### src/rtl/torq_pkg.sv
// Shared types, codes and constants of the timestamp-ordered request queue.
package torq_pkg;

	localparam int DEPTH_DEFAULT = 16;
	localparam int PRIO_W = 16;
	localparam int SRC_W = 8;
	localparam int KIND_W = 2;
	localparam int STATUS_W = 2;

	localparam logic [KIND_W-1:0] KIND_INSERT = 2'd0;
	localparam logic [KIND_W-1:0] KIND_REMOVE = 2'd1;
	localparam logic [KIND_W-1:0] KIND_QUERY = 2'd2;

	localparam logic [STATUS_W-1:0] STATUS_DONE = 2'd0;
	localparam logic [STATUS_W-1:0] STATUS_FULL = 2'd1;
	localparam logic [STATUS_W-1:0] STATUS_EMPTY = 2'd2;

	// Sort key: timestamp first, then source id; packed so a vector compare orders it.
	typedef struct packed {
		logic [PRIO_W-1:0] prio;
		logic [SRC_W-1:0] src;
	} entry_t;

	// Broadcast to every cell in the update cycle.
	typedef struct packed {
		logic ins;
		logic rem;
		entry_t new_entry;
	} cell_ctrl_t;

endpackage

### src/rtl/torq_cell.sv
// One slot of the sorted queue: compare against the new key and shift.
module torq_cell (
	input logic clk,
	input torq_pkg::cell_ctrl_t ctrl,
	input logic occupied,
	input logic left_after,
	input torq_pkg::entry_t left_entry,
	input torq_pkg::entry_t right_entry,
	output logic after,
	output torq_pkg::entry_t entry
);

	torq_pkg::entry_t entry_q;

	// Slot lies past the insert point: empty, or holds a strictly larger key.
	assign after = !occupied || (entry_q > ctrl.new_entry);
	assign entry = entry_q;

	always_ff @(posedge clk) begin
		if (ctrl.ins && after) begin
			entry_q <= left_after ? left_entry : ctrl.new_entry;
		end else if (ctrl.rem) begin
			entry_q <= right_entry;
		end
	end

endmodule

### src/rtl/timestamp_ordered_request_queue.sv
// Top level of the timestamp-ordered request queue: request sequencer and cell row.
//
//  channel | direction | handshake             | payload
//  --------+-----------+-----------------------+-------------------------------------
//  request | in        | req_valid / req_ready | kind, priority_req, source_id
//  result  | out       | rsp_valid / rsp_ready | status, head_valid, head_priority,
//          |           |                       | head_source, source_at_top, entry_count
//
// A request is latched on acceptance; when it is applied, every cell of the row
// compares its key with the new one and shifts in parallel, so the whole row
// settles at one edge and the result is posted at that same edge.
// The next request is accepted once the previous one is applied, even while its
// result still waits; a latched request is applied only once the slot holding the
// result is free, so the row and count hold while a result is stalled.
// Reset empties the queue at once (the count clears); cell contents are left
// as they are and are only read below the count.
module timestamp_ordered_request_queue #(
	parameter int QUEUE_DEPTH = torq_pkg::DEPTH_DEFAULT,
	parameter int CNT_W = $clog2(QUEUE_DEPTH + 1)
) (
	input logic clk,
	input logic arst_n,

	input logic req_valid,
	output logic req_ready,
	input logic [torq_pkg::KIND_W-1:0] kind,
	input logic [torq_pkg::PRIO_W-1:0] priority_req,
	input logic [torq_pkg::SRC_W-1:0] source_id,

	output logic rsp_valid,
	input logic rsp_ready,
	output logic [torq_pkg::STATUS_W-1:0] status,
	output logic head_valid,
	output logic [torq_pkg::PRIO_W-1:0] head_priority,
	output logic [torq_pkg::SRC_W-1:0] head_source,
	output logic source_at_top,
	output logic [CNT_W-1:0] entry_count
);

	// Sequencer: busy_q holds a latched request, rsp_valid_q a finished result.
	logic busy_q;
	logic rsp_valid_q;
	logic [torq_pkg::KIND_W-1:0] kind_q;
	torq_pkg::entry_t req_q;
	logic [torq_pkg::STATUS_W-1:0] status_q;
	logic [torq_pkg::SRC_W-1:0] rsp_src_q;
	logic [CNT_W-1:0] count_q;

	logic is_full;
	logic is_empty;
	logic retire;
	logic do_ins;
	logic do_rem;
	torq_pkg::cell_ctrl_t ctrl;

	torq_pkg::entry_t cell_entry [QUEUE_DEPTH];
	logic [QUEUE_DEPTH-1:0] cell_after;

	assign req_ready = !busy_q;
	// Latched request is applied when the result slot is empty or being emptied.
	assign retire = busy_q && (!rsp_valid_q || rsp_ready);
	assign is_full = (count_q == CNT_W'(QUEUE_DEPTH));
	assign is_empty = (count_q == '0);
	assign do_ins = retire && (kind_q == torq_pkg::KIND_INSERT) && !is_full;
	assign do_rem = retire && (kind_q == torq_pkg::KIND_REMOVE) && !is_empty;

	assign ctrl.ins = do_ins;
	assign ctrl.rem = do_rem;
	assign ctrl.new_entry = req_q;

	always_ff @(posedge clk or negedge arst_n) begin
		if (!arst_n) begin
			busy_q <= 1'b0;
			rsp_valid_q <= 1'b0;
			count_q <= '0;
		end else begin
			if (req_valid && req_ready) begin
				busy_q <= 1'b1;
			end else if (retire) begin
				busy_q <= 1'b0;
			end
			if (retire) begin
				rsp_valid_q <= 1'b1;
			end else if (rsp_ready) begin
				rsp_valid_q <= 1'b0;
			end
			if (do_ins) begin
				count_q <= count_q + 1'b1;
			end else if (do_rem) begin
				count_q <= count_q - 1'b1;
			end
		end
	end

	// Request and result payload, no reset needed.
	always_ff @(posedge clk) begin
		if (req_valid && req_ready) begin
			kind_q <= kind;
			req_q.prio <= priority_req;
			req_q.src <= source_id;
		end
		if (retire) begin
			rsp_src_q <= req_q.src;
			case (kind_q)
				torq_pkg::KIND_INSERT: status_q <= is_full ? torq_pkg::STATUS_FULL
					: torq_pkg::STATUS_DONE;
				torq_pkg::KIND_REMOVE: status_q <= is_empty ? torq_pkg::STATUS_EMPTY
					: torq_pkg::STATUS_DONE;
				default: status_q <= torq_pkg::STATUS_DONE;
			endcase
		end
	end

	// Row of cells, head at index 0. An insert shifts every slot past the
	// insert point one to the right; a remove shifts the whole row left.
	for (genvar i = 0; i < QUEUE_DEPTH; i++) begin : g_cell
		logic occupied;
		logic left_after;
		torq_pkg::entry_t left_entry;
		torq_pkg::entry_t right_entry;

		assign occupied = (CNT_W'(i) < count_q);

		if (i == 0) begin : g_first
			assign left_after = 1'b0;
			assign left_entry = req_q;
		end else begin : g_mid
			assign left_after = cell_after[i-1];
			assign left_entry = cell_entry[i-1];
		end

		if (i == QUEUE_DEPTH - 1) begin : g_last
			assign right_entry = cell_entry[i];
		end else begin : g_inner
			assign right_entry = cell_entry[i+1];
		end

		torq_cell u_cell (
			.clk(clk),
			.ctrl(ctrl),
			.occupied(occupied),
			.left_after(left_after),
			.left_entry(left_entry),
			.right_entry(right_entry),
			.after(cell_after[i]),
			.entry(cell_entry[i])
		);
	end

	// Result reads the head cell and count, both frozen while the result waits;
	// the asked source is kept apart since the next request may already be latched.
	assign rsp_valid = rsp_valid_q;
	assign status = status_q;
	assign head_valid = !is_empty;
	assign head_priority = is_empty ? '0 : cell_entry[0].prio;
	assign head_source = is_empty ? '0 : cell_entry[0].src;
	assign source_at_top = !is_empty && (cell_entry[0].src == rsp_src_q);
	assign entry_count = count_q;

endmodule

### config.mk
export PLATFORM = sky130hd
export DESIGN_NAME = timestamp_ordered_request_queue
export DESIGN_NICKNAME = d
export VERILOG_FILES = /design/src/rtl/torq_pkg.sv /design/src/rtl/torq_cell.sv /design/src/rtl/timestamp_ordered_request_queue.sv
export SDC_FILE = /design/constraint.sdc
export NUM_CORES = 1
export LEC_CHECK = 0
export BUFFER_PORTS_ARGS = -buffer_cell sky130_fd_sc_hd__buf_2
export CORE_ASPECT_RATIO = 1.2
export CORE_MARGIN = 3
export CORE_UTILIZATION = 51
export DETAILED_ROUTE_END_ITERATION = 16
export GPL_TIMING_DRIVEN = 0
export HOLD_SLACK_MARGIN = 0.12
export PLACE_DENSITY = 0.71
export SYNTH_ARGS = -nofsm -noshare
export SYNTH_HDL_FRONTEND = slang
export SYNTH_SLANG_ARGS = --single-unit
### constraint.sdc
create_clock -name clk -period 6.89 [get_ports clk]
set_input_delay 0.3445 -clock clk [delete_from_list [all_inputs] [get_ports clk]]
set_output_delay 0.3445 -clock clk [all_outputs]
set_load 0.01 [all_outputs]
==> impl_metrics.csv, run 1 <==
group,metric,value,unit
critical_path,r2r_cells,11,
yosys,yosys.area_share.adder,16.3,%
critical_path,worstReg2RegEnd,"g_cell[6].u_cell.entry[10]$_DFFE_PP_",
clocking,cts.sinks,427,
yosys,ys_seq_elements,427,
yosys,synth_cell_types,62,
detailed_routing,drt-total-wl,88800,µm
global_route,track_usage,28.8,%
power_and_ir_drop,p_total,12800,µW
clocking,hold_buffers,30,
timing,maxSlewHeadroom,22.0,%
yosys,synth-main-ff-cell,"edfxtp_1",
critical_path,ff2ff_setup_slack,1.75,ns
critical_path,r2r-start,"ctrl[12]$_DFFE_PP_",
clocking,root_buffer,"clkbuf_16",
clocking,cts_tree,"yes",
cells_and_area,design_area,33000,µm²
floorplan,die_area,61300,µm²
yosys,ys_seq_area_share,43.0,%
timing,fmax,0.194,GHz
detailed_routing,route.detailed.drc,0,
critical_path,cp_max_fo,24,
min_path,holdPathEnd,"ctrl[21]$_DFFE_PP_",
timing,slew_violations,0,
min_path,hold_class,"in2reg",
detailed_routing,drt_iter0_drc,1951,
clocking,insertion_delay,0.61,ns
critical_path,path_cells,"inv_1, ha_1, nand4_1, nor2_1, nand4_1, nand3_1, a21oi_1, a31oi_1, clkbuf_1, clkbuf_1, nand2_1",
global_route,met3_usage,3.62,%
detailed_routing,wl_per_cell,24.4,µm
timing,worst_pin_slew,1.17,ns
timing,timing.final.crit_share,74.7,%
timing,fin_skew,0.0271,ns
yosys,synth_top_family_by_area,"adder cells",
critical_path,crit_slowest_cell,"inv_1",
floorplan,io_pins,65,
clocking,post_cts_resized,0,
global_route,met2_usage,50.7,%
min_path,min-delay-start,"priority_req[13]",
global_route,grt.busiest_layer,"met2",
clocking,cts_buffers,49,
yosys,async_flop_share,1.64,%
global_route,antenna_found_initial,0,
yosys,synth_edf_count,420,
timing,setup_tns,0,ns
critical_path,cp-end-kind,"flip-flop",
min_path,holdPathStages,2,
placed_design,place_area,31300,µm²
global_route,grt_pass1_wl,135000,µm
power_and_ir_drop,vdd_drop_max,254,µV
yosys,synth-simple-area-share,9.36,%
detailed_routing,dr_total_vias,23000,
timing,hold_slack,0.453,ns
yosys,synth_xor_area_share,0.353,%
floorplan,start_util,51.9,%
floorplan,dieHeight,271,µm
critical_path,critPathLaunchType,"flip-flop",
floorplan,die_w,227,µm
placed_design,gp_congestion,0.958,
yosys,ys_top_cells_by_count,"edfxtp_1 (420), ha_1 (387), nand2_1 (268)",
run_status,outcome,"finished, final reports clean",
power_and_ir_drop,power.leakage,0.0136,µW
critical_path,required,6.96,ns
timing,hold_viol,0,
yosys,yosysWarnings,0,
yosys,synth_top_cell_area_share,42.4,%
yosys,syn-num-nets,3132,
cells_and_area,fin_nets,3285,
critical_path,path_class,"reg2reg",
yosys,synthTopCellsByArea,"edfxtp_1 (42%), ha_1 (16%), mux2i_1 (7.5%), mux2_2 (7.1%), a21oi_1 (4.3%)",
global_route,grt_pass1_vias,24000,
clocking,clockBufferDepth,3,
yosys,yosysMostFrequentCell,"edfxtp_1",
global_route,use_met1,33.0,%
cells_and_area,drive_gt1_share,14.3,%
yosys,synthMuxAreaShare,15.6,%
placed_design,io_buffers,64,
clocking,htreeDepth,2,
detailed_routing,firstDrtPassIters,5,
timing,min_period,5.14,ns
timing,grt_setup_unrepaired,"false",
global_route,grt-ovfl-total,0,
detailed_routing,postRouteAntennaNets,0,
timing,setup_viol,0,
cells_and_area,area_growth_syn_to_layout,11.0,%
yosys,syn_area,29800,µm²
global_route,grt_max_degree,25,
critical_path,worstPathArrival,5.22,ns
clocking,cts.clk_slew.worst_paths,0.06,ns
placed_design,hpwl,71800,µm
yosys,synth_compound_area_share,12.8,%
floorplan,core,57400,µm²
yosys,synth_top_area_cell,"edfxtp_1",
critical_path,cp_slowest_stage_delay,0.88,ns
clocking,post-cts-setup-buffers,0,
yosys,postSynthCellCount,2715,
floorplan,rows,96,
detailed_routing,viasPerCell,6.31,
power_and_ir_drop,p_per_area,386,nW/µm²
run,cap_viol_max_count,0,
yosys,synth.avg_cell_area,11.0,µm²
## layout by cell type (no fill, tap or decap), drive strengths merged, types with 23 or more instances in the layout
cell type and n:
edfxtp 420, ha 387, nand2 268, a21oi 256, o21ai 239, mux2i 222, mux2 208, clkbuf 148
buf 130, nor2 125, nand4 90, a21o 72, inv 49, dlygate4sd3 30, nor2b 30, a211oi 24
and2 24, o211ai 23
## state kept, by name, summed over array words and instances, names as in the netlist
signal,count
entry_count,5
rsp_valid,1
ctrl,24
status,2
kind_q,2
busy_q,1
rsp_src_q,8
g_cell.u_cell.entry,384
## kinds of logic after synthesis
group | Yosys count
xor gates and xnor gates | 12
adders and majority gates | 387
muxes | 430
buffers and inverters | 184
AOI/OAI and AO/OA | 667
DFF | 427
and+or+nand+nor | 608
## critical path: cells and delay by family (launching register included)
kind	cells	cell delay (ns)
and+or+nand+nor	5	1.69
AOI/OAI and AO/OA	2	0.34
adders and majority gates	1	0.28
buffers and inverters	3	1.76
DFF	1	0.52
## power by group
group	total [µW]	switching, µW	internal [µW]	leakage [µW]
logic	5830	3400	2430	0.00891
registers	4440	606	3840	0.00395
clock network	2500	1090	1410	0.000723
total	12800	5090	7670	0.0136
## worst max path at each step
stage | from | endpoint | slack [ns] | depth (start not counted)
2_1_floorplan | ctrl[23]$_DFFE_PP_ | g_cell[5].u_cell.entry[0]$_DFFE_PP_ | 2.30 | 10
3_3_place_gp | ctrl[12]$_DFFE_PP_ | g_cell[9].u_cell.entry[10]$_DFFE_PP_ | 0.47 | 9
3_5_place_dp | ctrl[1]$_DFFE_PP_ | g_cell[4].u_cell.entry[9]$_DFFE_PP_ | 1.84 | 11
4_1_cts | ctrl[1]$_DFFE_PP_ | g_cell[4].u_cell.entry[9]$_DFFE_PP_ | 1.81 | 11
5_1_grt | ctrl[1]$_DFFE_PP_ | g_cell[4].u_cell.entry[9]$_DFFE_PP_ | 1.47 | 11
6_report | ctrl[12]$_DFFE_PP_ | g_cell[6].u_cell.entry[10]$_DFFE_PP_ | 1.75 | 11
## cell type report
type                       instances  area, µm²
buffer                           136        609
antenna                            1       2.50
multi-input combinational       2104      16200
fill                            4854      24400
timing repair buffer             102        821
tap                              735        920
clock buffer                      70       1370
clock inverter                    18        108
sequential                       427      12800
inverter                          48        180
## metrics by stage
stage / setup WS, ns / utilization, % / std cells
after floorplan: 2.30 / - / 2715
after global placement: 0.474 / 54.0 / 3514
after detailed placement: 1.84 / 54.4 / 3522
after CTS: 1.81 / 57.5 / 3640
after global routing: 1.47 / 57.5 / 3640
final: 1.75 / 57.5 / 3641
## layer usage
layer / vias to the layer above / share of wire, %
met5: - / 0
met4: 0 / 7.4
met3: 296 / 5.2
met2: 901 / 50
met1: 11100 / 38
li1: 10700 / -
No activity file was read; power rests on OpenSTA's default activity.
==> inputs of run 2 (changes only) <==
clock period = 5.4 ns   (was 6.89 ns; I/O delays follow)
==> impl_metrics.csv, run 2 (synthesis results as in run 1) <==
group,metric,value,unit
run_status,outcome,"finished, final reports clean",
critical_path,worstReg2RegEnd,"g_cell[6].u_cell.entry[10]$_DFFE_PP_",
floorplan,die_area,61300,µm²
critical_path,r2r-start,"ctrl[21]$_DFFE_PP_",
power_and_ir_drop,power.leakage,0.0136,µW
global_route,track_usage,28.8,%
global_route,grt_pass1_wl,135000,µm
critical_path,worstPathArrival,5.22,ns
cells_and_area,largest_reg_flops,384,
critical_path,cp_max_fo,24,
placed_design,hpwl,71800,µm
critical_path,startpoint,"ctrl[21]$_DFFE_PP_",
floorplan,io_pins,65,
timing,worst_pin_slew,1.17,ns
timing,setup_slack,0.255,ns
detailed_routing,drt_iter0_drc,1951,
detailed_routing,route.detailed.drc,0,
placed_design,preCtsSetupSlack,0.349,ns
clocking,cts.sinks,427,
timing,slew_violations,0,
critical_path,path_class,"reg2reg",
placed_design,dp_cells,3522,
timing,maxSlewHeadroom,22.1,%
clocking,htreeDepth,2,
global_route,grt-ovfl-total,0,
global_route,grt_pass1_vias,24000,
clocking,cts_buffers,49,
floorplan,rows,96,
critical_path,cp-end-kind,"flip-flop",
clocking,clockBufferDepth,3,
timing,timing.final.crit_share,95.3,%
cells_and_area,layoutNonFillerInstCount,3641,
clocking,cts.clk_slew.worst_paths,0.06,ns
detailed_routing,firstDrtPassIters,5,
detailed_routing,viasPerCell,6.31,
global_route,grt_max_degree,25,
detailed_routing,wl_per_cell,24.4,µm
detailed_routing,postRouteAntennaNets,0,
clocking,root_buffer,"clkbuf_16",
placed_design,place_area,31300,µm²
global_route,antenna_found_initial,0,
clocking,post-cts-setup-buffers,0,
power_and_ir_drop,vdd_drop_max,324,µV
critical_path,critPathLaunchType,"flip-flop",
timing,fmax,0.194,GHz
timing,grt_setup_unrepaired,"false",
cells_and_area,fin_nets,3285,
timing,fin_skew,0.0282,ns
cells_and_area,drive_gt1_share,14.3,%
clocking,insertion_delay,0.61,ns
power_and_ir_drop,p_per_area,493,nW/µm²
cells_and_area,area_growth_syn_to_layout,11.0,%
min_path,min-delay-start,"priority_req[13]",
critical_path,crit_end,"g_cell[6].u_cell.entry[10]$_DFFE_PP_",
power_and_ir_drop,p_total,16300,µW
placed_design,io_buffers,64,
timing,setup_viol,0,
clocking,cts_tree,"yes",
critical_path,required,5.47,ns
floorplan,start_util,51.9,%
critical_path,r2r_cells,11,
cells_and_area,final_common_cell,"edfxtp_1",
cells_and_area,layout_common_cells,"edfxtp_1 (420), ha_1 (387), nand2_1 (267), a21oi_1 (256), o21ai_0 (225)",
critical_path,ff2ff_setup_slack,0.25,ns
run,cap_viol_max_count,0,
timing,min_period,5.15,ns
detailed_routing,dr_total_vias,23000,
min_path,hold_class,"in2reg",
floorplan,dieHeight,271,µm
timing,hold_viol,0,
floorplan,die_w,227,µm
detailed_routing,drt-total-wl,88800,µm
cells_and_area,design_area,33000,µm²
placed_design,gp_congestion,0.958,
floorplan,core,57400,µm²
==> run 2: cell counts in the layout (fill, tap and decap cells not counted) <==
No cell type changed its count.
==> run 2: what timing repair did <==
action                                 CTS  global route
gates resized for setup                  0             1
setup endpoints to repair                0            11
endpoints found under the hold margin   39             0
hold buffers                            30             0
==> run 2: worst min path at each step <==
stage | end | cells past startpoint
after global placement | rsp_valid$_DFFE_PN0P_ | 1
after floorplan | busy_q$_DFFE_PN0P_ | 0
after detailed placement | busy_q$_DFFE_PN0P_ | 1
after CTS | ctrl[1]$_DFFE_PP_ | 2
after global routing | ctrl[17]$_DFFE_PP_ | 2
final | ctrl[21]$_DFFE_PP_ | 2
==> run 2: critical path, cell delays in order, from the launching register on <==
cell      delay, ns
edfxtp_1       0.50
inv_1          0.74
ha_1           0.28
nand4_1        0.12
nor3_1         0.60
nand4_1        0.22
nand3_1        0.14
a21oi_1        0.05
a31oi_1        0.29
clkbuf_1       0.45
clkbuf_1       0.43
nand2_1        0.77
==> run 2: layer usage <==
| metal | global-route usage (%) | wire length [µm] | vias to the layer above |
|---|---|---|---|
| met5 | 0 | 0 | - |
| li1 | - | - | 10700 |
| met4 | 17.9 | 6620 | 0 |
| met2 | 50.7 | 44100 | 904 |
| met3 | 3.62 | 4620 | 296 |
| met1 | 33.0 | 33500 | 11100 |
==> run 2: where the power goes <==
part           switching, µW  leakage [µW]  internal (µW)
sequential               774       0.00395           4890
combinational           4340       0.00891           3100
clock                   1390      0.000723           1800
==> run 2: cell type report <==
type	instances	area, µm²
buffer	136	609
clock buffer	70	1370
antenna	1	2.50
timing repair buffer	102	821
fill	4853	24400
tap	735	920
sequential	427	12800
clock inverter	18	108
inverter	48	180
multi-input combinational	2104	16200
==> run 2: stage by stage <==
step / TNS, ns / utilization, % / hold WS [ns]
floorplan: 0 / - / -0.0256
global placement: -121.24 / 54.0 / 0.132
detailed placement: 0 / 54.4 / 0.136
CTS: 0 / 57.5 / 0.352
global route: 0 / 57.5 / 0.372
finish: 0 / 57.5 / 0.380
